[src/sv/imh_pkg.sv]
// Shared types and codes for the indexed min-heap.
`default_nettype none
package imh_pkg;
	localparam logic [1:0] OP_INSERT   = 2'd0;
	localparam logic [1:0] OP_EXTRACT  = 2'd1;
	localparam logic [1:0] OP_DECREASE = 2'd2;

	localparam logic [2:0] ST_OK        = 3'd0;
	localparam logic [2:0] ST_EMPTY     = 3'd1;
	localparam logic [2:0] ST_FULL      = 3'd2;
	localparam logic [2:0] ST_ABSENT    = 3'd3;
	localparam logic [2:0] ST_PRESENT   = 3'd4;
	localparam logic [2:0] ST_NOT_LOWER = 3'd5;

	typedef enum logic [3:0] {
		S_IDLE,
		S_CLEAR,
		S_LOOK,
		S_DECIDE,
		S_EXT_LAST,
		S_EXT_ROOT,
		S_UP_RD,
		S_UP_CMP,
		S_DN_RD,
		S_DN_CMP,
		S_DONE
	} state_t;

	// commands from controller to datapath
	typedef struct packed {
		logic load;       // capture input item
		logic clr_step;   // write one position table entry invalid
		logic look;       // read position table at key
		logic decide;     // check item and start it
		logic ext_last;   // read last slot
		logic ext_root;   // write last entry to root
		logic up_rd;      // read parent
		logic up_cmp;     // compare and swap with parent
		logic dn_rd;      // read children
		logic dn_cmp;     // compare and swap with smaller child
		logic done;       // present result
	} cmd_t;

	typedef struct packed {
		logic clr_last;
		logic go_up;      // item needs a sift up
		logic go_ext;     // item is a real extract
		logic finish;     // item finished after decide
		logic up_more;
		logic dn_more;
	} sts_t;
endpackage
`default_nettype wire

[src/sv/imh_ctrl.sv]
// Controller sequencing clear, operation check and sifting.
`default_nettype none
module imh_ctrl
	import imh_pkg::*;
(
	input  wire       clk,
	input  wire       arst_n,
	input  wire       in_valid,
	output logic      in_ready,
	input  wire       out_valid,
	output cmd_t      cmd,
	input  wire sts_t sts
);
	state_t state_q, state_d;

	always_ff @(posedge clk or negedge arst_n) begin
		if (!arst_n) state_q <= S_CLEAR;
		else state_q <= state_d;
	end

	always_comb begin
		state_d = state_q;
		case (state_q)
			S_CLEAR:    if (sts.clr_last) state_d = S_IDLE;
			S_IDLE:     if (in_valid && !out_valid) state_d = S_LOOK;
			S_LOOK:     state_d = S_DECIDE;
			S_DECIDE: begin
				if (sts.finish) state_d = S_DONE;
				else if (sts.go_ext) state_d = S_EXT_LAST;
				else state_d = S_UP_RD;
			end
			S_EXT_LAST: state_d = S_EXT_ROOT;
			S_EXT_ROOT: state_d = S_DN_RD;
			S_UP_RD:    state_d = S_UP_CMP;
			S_UP_CMP:   state_d = sts.up_more ? S_UP_RD : S_DONE;
			S_DN_RD:    state_d = S_DN_CMP;
			S_DN_CMP:   state_d = sts.dn_more ? S_DN_RD : S_DONE;
			S_DONE:     state_d = S_IDLE;
			default:    state_d = S_IDLE;
		endcase
	end

	always_comb begin
		cmd = '0;
		in_ready = 1'b0;
		case (state_q)
			S_CLEAR: cmd.clr_step = 1'b1;
			S_IDLE: begin
				in_ready = !out_valid;
				cmd.load = in_valid && !out_valid;
			end
			S_LOOK:     cmd.look = 1'b1;
			S_DECIDE:   cmd.decide = 1'b1;
			S_EXT_LAST: cmd.ext_last = 1'b1;
			S_EXT_ROOT: cmd.ext_root = 1'b1;
			S_UP_RD:    cmd.up_rd = 1'b1;
			S_UP_CMP:   cmd.up_cmp = 1'b1;
			S_DN_RD:    cmd.dn_rd = 1'b1;
			S_DN_CMP:   cmd.dn_cmp = 1'b1;
			S_DONE:     cmd.done = 1'b1;
			default: ;
		endcase
	end
endmodule
`default_nettype wire

[config.mk]
export PLATFORM = sky130hd
export DESIGN_NAME = imh_ctrl
export DESIGN_NICKNAME = d
export VERILOG_FILES = /design/src/sv/imh_pkg.sv /design/src/sv/imh_ctrl.sv
export SDC_FILE = /design/constraint.sdc
export NUM_CORES = 1
export LEC_CHECK = 0
export ABC_AREA = 1
export BUFFER_PORTS_ARGS = -buffer_cell sky130_fd_sc_hd__buf_4
export CAP_MARGIN = 25
export CORE_AREA = 5 5 42 44
export CTS_CLUSTER_DIAMETER = 60
export DETAILED_ROUTE_END_ITERATION = 10
export DIE_AREA = 0 0 47 49
export GPL_TIMING_DRIVEN = 0
export PLACE_DENSITY = 0.57
export SKIP_LAST_GASP = 1
export SLEW_MARGIN = 40
export SYNTH_ARGS = -nofsm -noshare
export SYNTH_HDL_FRONTEND = slang
export SYNTH_SLANG_ARGS = --single-unit
[constraint.sdc]
create_clock -name clk -period 1.9 [get_ports clk]
set_clock_uncertainty 0.2 [all_clocks]
set_input_delay 0.285 -clock clk [delete_from_list [all_inputs] [get_ports clk]]
set_output_delay 0.285 -clock clk [all_outputs]
set_load 0.01 [all_outputs]
==> results of run 1 <==
-- layer usage --
metal,wire [um],part of all wire (%)
met1,402,44
met5,0,0
met3,133,14
met2,386,42
met4,0,0
-- final timing paths --
check	from	to	slack, ns	cells past startpoint
max	state_q[0]	cmd[5]	0.14	5
min	sts[2]	state_q[3]	0.09	3
max reg2reg	state_q[0]	state_q[1]	0.51	7
min reg2reg	state_q[3]	state_q[0]	0.49	3
max in group asynchronous	arst_n	state_q[0]	1.13	2
min in group asynchronous	arst_n	state_q[3]	0.18	2
-- critical path, delay by kind of cell (launching register included) --
| family | cells | cell delay, ns |
|---|---|---|
| buf+inv | 3 | 0.28 |
| simple gates | 2 | 0.23 |
| flops | 1 | 0.53 |
-- cells by family (layout without fill, tap and decap cells) --
kind of cell	after synthesis	after routing	share of synthesized area, %
simple gates	40	40	50.54
buf+inv	15	40	16.13
flops	4	4	29.03
compound gates	3	3	4.300
-- what timing repair did --
item                                   CTS  global route
hold buffers                             1             0
resized for setup                        1             1
setup endpoints to repair                1             3
endpoints found under the hold margin    4             0
-- synthesized netlist by cell type --
| library cell | number |
|---|---|
| a21oi_1 | 2 |
| dfrtp_1 | 3 |
| dfstp_2 | 1 |
| inv_1 | 14 |
| inv_2 | 1 |
| nand2_1 | 12 |
| nand2_2 | 1 |
| nand3_1 | 8 |
| nand3b_1 | 1 |
| nor2_1 | 16 |
| nor2_2 | 1 |
| nor2_4 | 1 |
| o21ai_0 | 1 |
-- metrics by stage --
stage | cells | area, um^2
after detailed placement | 98 | 519.2
final | 103 | 563.0
after floorplan | 62 | 349.1
after global placement | 98 | 519.2
after global routing | 103 | 563.0
after CTS | 103 | 558.0
-- final cells by class --
type / count / share of cell area (%)
well taps: 16 / 3.556
flip-flops and latches: 4 / 18.00
inverters: 15 / 10.00
repair buffers: 21 / 28.44
clock buffers: 4 / 4.667
multi-input cells: 43 / 35.33
-- power groups by stage --
stage,Sequential (W),Combinational [W],Clock (W)
finish,0.000195,0.000508,0.000115
global route,0.000201,0.000580,0.000135
CTS,0.000192,0.000511,0.000121
detailed placement,0.000191,0.000504,0
global placement,0.000190,0.000502,0
floorplan,0.000180,0.000328,0
==> run summary, run 1 <==
==============================================================================
Sequential Power Share                                                   23.9%
Data required time at the worst endpoint                               1.41 ns
First DRT Iteration DRCs                                                     2
Number of CTS-inserted buffers                                               3
Net count after synthesis                                                   72
Critical path endpoint category                                   primary output
Final Setup Violations                                                       0
Critical path peak fanout                                                    4
Filler cell count                                                          167
Layout area overhead                                                    61.29%
Switching Share                                                         48.44%
Number of max-cap violations                                                 0
Sinks on Clock Net                                                           4
Post-Synthesis Mean Instance Area                                   5.630 um^2
GRT met3 Usage                                                          7.011%
Share of total power in combinational logic                              62.0%
Wire length of the first global-routing pass                          1.518 mm
Residual overflow from global routing                                        0
Count of buffers inserted at the top-level ports                            20
Worst path arrival time                                                1.28 ns
Number of flip-flops in the largest register                                 4
Routed wire per std cell                                              8.951 um
DRC errors left                                                              0
Routability congestion estimate from global placement                   0.7673
Total wire length                                                       922 um
Share of Yosys cell area claimed by the top area cell type              21.51%
CP most frequent cell                                                    inv_1
Root Buffer Master                                                    clkbuf_4
Initial antenna violation count                                              0
Cell area after synthesis                                           349.1 um^2
Pwr Density                                                       1454 mW/mm^2
Top library cells by usage in the layout, fill and taps aside     buf_4 (20), nor2_1 (15), inv_1 (14)
Final worst-path cycle share                                            92.73%
Final hold slack                                                    0.08788 ns
Area contributors post-synth                                      dfrtp_1 (22%), nor2_1 (17%), inv_1 (15%)
Initial core utilization                                                24.91%
Post-CTS Setup Bufs                                                          0
Number of nets in the finished design                                       98
Total Power Consumption                                            0.0008187 W
Number of pins with negative max-slew slack in the final report              0
Storage cell area                                                   101.3 um^2
Global Route Usage Sum                                                  9.117%
Critical path launch point type                                       register
Most congested layer reported by global routing                           met2
Multi-input gate area                                               198.9 um^2
Clock-pin slew on the worst setup and hold paths                       0.04 ns
Run status                                                        finished clean
Maximum number of pins on one net before global-route repair                 8
Critical path's slowest cell                                           dfstp_2
Post-synthesis register bit count                                            4
Leakage component of the power                                       0.3349 nW
Largest registers                                                 state_q: 4 flops
Largest area contributor in the synthesized netlist                    dfrtp_1
Final worst-path setup slack                                         0.1382 ns
Largest voltage drop on the vdd net                                  0.7503 mV
Headroom to the max-slew limit                                          82.20%
Synthesized netlist cell count                                              62
Number of global-route vias before repair                                  378
Met1 usage                                                              11.11%
Clock tree from TritonCTS                                                  yes
Vertical extent of the die                                               49 um
Detailed Routing Iterations Pass 1                                           4
Internal cell power                                                0.0004221 W
FMAX                                                                 567.6 MHz
Power spent charging and discharging nets                          0.0003966 W
Core outline area                                                 0.001401 mm^2
Top Ports                                                                   22
Distinct cell type count of the synthesized netlist                         13
Number of vias after detailed routing                                      435
Met2 GRT Util                                                           12.90%
Path type of the worst min-delay path                                in -> reg
DP HPWL                                                               814.8 um
Cells traversed along the worst timing path                       inv_1 > nor2_4 > nand3_1 > inv_1 > buf_4
Actual slew at the worst max-slew pin                                0.2670 ns
Final critical-path required period                                   1.762 ns
Antenna violation net count after detailed routing                           0
Fraction of the yosys area taken by sequential cells                    29.03%
Final Hold Violating Endpoints                                               0
Startpoint-to-endpoint class of the critical path                   reg -> out
Insertion delay to the later sink of the worst-skew pair               0.24 ns
Proportion of power drawn by the clock network                           14.1%
Unrepaired setup endpoints after global routing                          false
Place WS                                                             0.2654 ns
Antenna Cells                                                                0
Worst path max stage delay                                             0.53 ns
Share of cells above drive strength 1                                   33.33%
Row Count                                                                   14
Vias per Instance                                                        4.223
CTS Buffer Depth                                                             2
Setup TNS after final layout                                              0 ns
Number of synthesis warnings                                                 0
Die Wd                                                                   47 um
Post-layout utilization of the core                                     40.18%
Register bank with the most flops                                      state_q
Commonest non-fill, non-tap cell in the layout                           buf_4
Floorplan die area                                                0.002303 mm^2
Number of H-tree levels                                                      1
==============================================================================
Power figures use the tool's default switching activity.
==> run 2, diff against run 1 <==
CORE_AREA = 2 2 39 41   (was 5 5 42 44)
DIE_AREA = 0 0 41 43   (was 0 0 47 49)
==> run summary, run 2 (synthesis gave the netlist of run 1 again) <==
==============================================================================
DRC errors left                                                              0   unchanged
Root Buffer Master                                                    clkbuf_4   unchanged
Final Setup Violations                                                       0   unchanged
Register bank with the most flops                                      state_q   unchanged
Row Count                                                                   14   unchanged
Data required time at the worst endpoint                               1.41 ns   about the same
Top library cells by usage in the layout, fill and taps aside     buf_4 (20), nor2_1 (15), inv_1 (14)   unchanged
Final critical-path required period                                   1.766 ns   was 1.762 ns
FMAX                                                                 566.2 MHz   was 567.6 MHz
Sequential Power Share                                                   24.2%   was 23.9%
Number of max-cap violations                                                 0   unchanged
Count of buffers inserted at the top-level ports                            20   unchanged
Detailed Routing Iterations Pass 1                                           2   was 4
Path type of the worst min-delay path                                in -> reg   unchanged
First DRT Iteration DRCs                                                     9   was 2
Floorplan die area                                                0.001763 mm^2   was 0.002303 mm^2
Antenna violation net count after detailed routing                           0   unchanged
Final Hold Violating Endpoints                                               0   unchanged
Final worst-path cycle share                                            92.96%   was 92.73%
Number of global-route vias before repair                                  370   was 378
Startpoint-to-endpoint class of the critical path                   reg -> out   unchanged
Leakage component of the power                                       0.3349 nW   unchanged
Clock-pin slew on the worst setup and hold paths                       0.04 ns   about the same
Actual slew at the worst max-slew pin                                0.2657 ns   was 0.2670 ns
Die Wd                                                                   41 um   was 47 um
Share of total power in combinational logic                              61.5%   was 62.0%
Start point of the critical path                                    state_q[0]   unchanged
Switching Share                                                         48.44%   about the same
Share of cells above drive strength 1                                   33.33%   unchanged
Headroom to the max-slew limit                                          82.29%   was 82.20%
Number of CTS-inserted buffers                                               3   unchanged
Final worst-path setup slack                                         0.1338 ns   was 0.1382 ns
Power spent charging and discharging nets                          0.0003965 W   was 0.0003966 W
Layout area overhead                                                    61.29%   unchanged
Insertion delay to the later sink of the worst-skew pair               0.24 ns   about the same
Proportion of power drawn by the clock network                           14.3%   was 14.1%
Number of nets in the finished design                                       98   unchanged
Initial core utilization                                                25.23%   was 24.91%
Number of vias after detailed routing                                      439   was 435
Internal cell power                                                0.0004221 W   about the same
Run status                                                        finished clean   unchanged
Wire length of the first global-routing pass                          1.552 mm   was 1.518 mm
CTS Buffer Depth                                                             2   unchanged
Start point of the worst min-delay path                                 sts[2]   unchanged
Pwr Density                                                       1454 mW/mm^2   about the same
Place WS                                                             0.2677 ns   was 0.2654 ns
Top Ports                                                                   22   unchanged
Residual overflow from global routing                                        0   unchanged
Sinks on Clock Net                                                           4   unchanged
Number of H-tree levels                                                      1   unchanged
Number of flip-flops in the largest register                                 4   unchanged
DP HPWL                                                               742.7 um   was 814.8 um
Critical path endpoint category                                   primary output   unchanged
Total wire length                                                       885 um   was 922 um
Antenna Cells                                                                0   unchanged
Largest registers                                                 state_q: 4 flops   unchanged
Critical path peak fanout                                                    4   unchanged
Core outline area                                                 0.001384 mm^2   was 0.001401 mm^2
Vias per Instance                                                        4.262   was 4.223
Routability congestion estimate from global placement                   0.7043   was 0.7673
Number of pins with negative max-slew slack in the final report              0   unchanged
Clock tree from TritonCTS                                                  yes   unchanged
Worst path arrival time                                                1.28 ns   about the same
Global Route Usage Sum                                                  13.68%   was 9.117%
R2r startpoint                                                      state_q[0]   unchanged
Maximum number of pins on one net before global-route repair                 8   unchanged
Commonest non-fill, non-tap cell in the layout                           buf_4   unchanged
Unrepaired setup endpoints after global routing                          false   unchanged
Total Power Consumption                                            0.0008186 W   was 0.0008187 W
Setup TNS after final layout                                              0 ns   unchanged
Post-layout utilization of the core                                     40.69%   was 40.18%
Routed wire per std cell                                              8.592 um   was 8.951 um
Initial antenna violation count                                              0   unchanged
Critical path launch point type                                       register   unchanged
Largest voltage drop on the vdd net                                  0.5561 mV   was 0.7503 mV
Vertical extent of the die                                               43 um   was 49 um
==============================================================================
## run 2: timing repair
item                       in CTS  in global routing
resized for setup               0                  2
setup buffers                   0                  0
hold buffers                    1                  0
hold endpoints to repair        4                  0
setup endpoints to repair       0                  3
## run 2: power by group through the flow
stage	registers, W	logic [W]	clock network, W
global route	0.000210	0.000582	0.000132
detailed placement	0.000193	0.000497	0
finish	0.000198	0.000504	0.000117
floorplan	0.000180	0.000328	0
CTS	0.000192	0.000501	0.000123
global placement	0.000192	0.000501	0
## run 2: metrics by stage
stage	instance area (um^2)	hold WS [ns]	instances
6_report	563.0	0.06988	103
5_1_grt	563.0	0.08853	103
4_1_cts	555.5	0.06159	103
3_5_place_dp	519.2	-0.1173	98
3_3_place_gp	519.2	-0.1190	98
2_1_floorplan	349.1	-0.2106	62
## run 2: per-layer routing
metal | track usage [%] | part of all wire (%)
met5 | 0 | 0
met4 | 10.00 | 0
met3 | 6.283 | 5.6
met2 | 16.25 | 51
met1 | 18.45 | 43
## run 2: layout make-up
type | count | area [um^2]
Clock buffer | 4 | 26.28
Fill cell | 148 | 820.8
Inverter | 15 | 56.30
Multi-Input combinational cell | 43 | 198.9
Sequential cell | 4 | 101.3
Tap cell | 16 | 20.02
Timing Repair Buffer | 21 | 160.2
## run 2: path summary, 6_finish.rpt
check / cells after the start / slack [ns] / to
hold reg to reg: 3 / 0.50 / state_q[0]
hold / removal: 3 / 0.07 / state_q[3]
min in group asynchronous: 2 / 0.18 / state_q[3]
setup reg to reg: 7 / 0.54 / state_q[1]
max in group asynchronous: 2 / 1.13 / state_q[0]
setup / recovery: 5 / 0.13 / cmd[5]
## run 2: worst max-delay path, cell delays in order (launching register included)
cell	delay (ns)
dfstp_2	0.53
inv_1	0.10
nor2_4	0.13
nand3_1	0.11
inv_1	0.07
buf_4	0.11
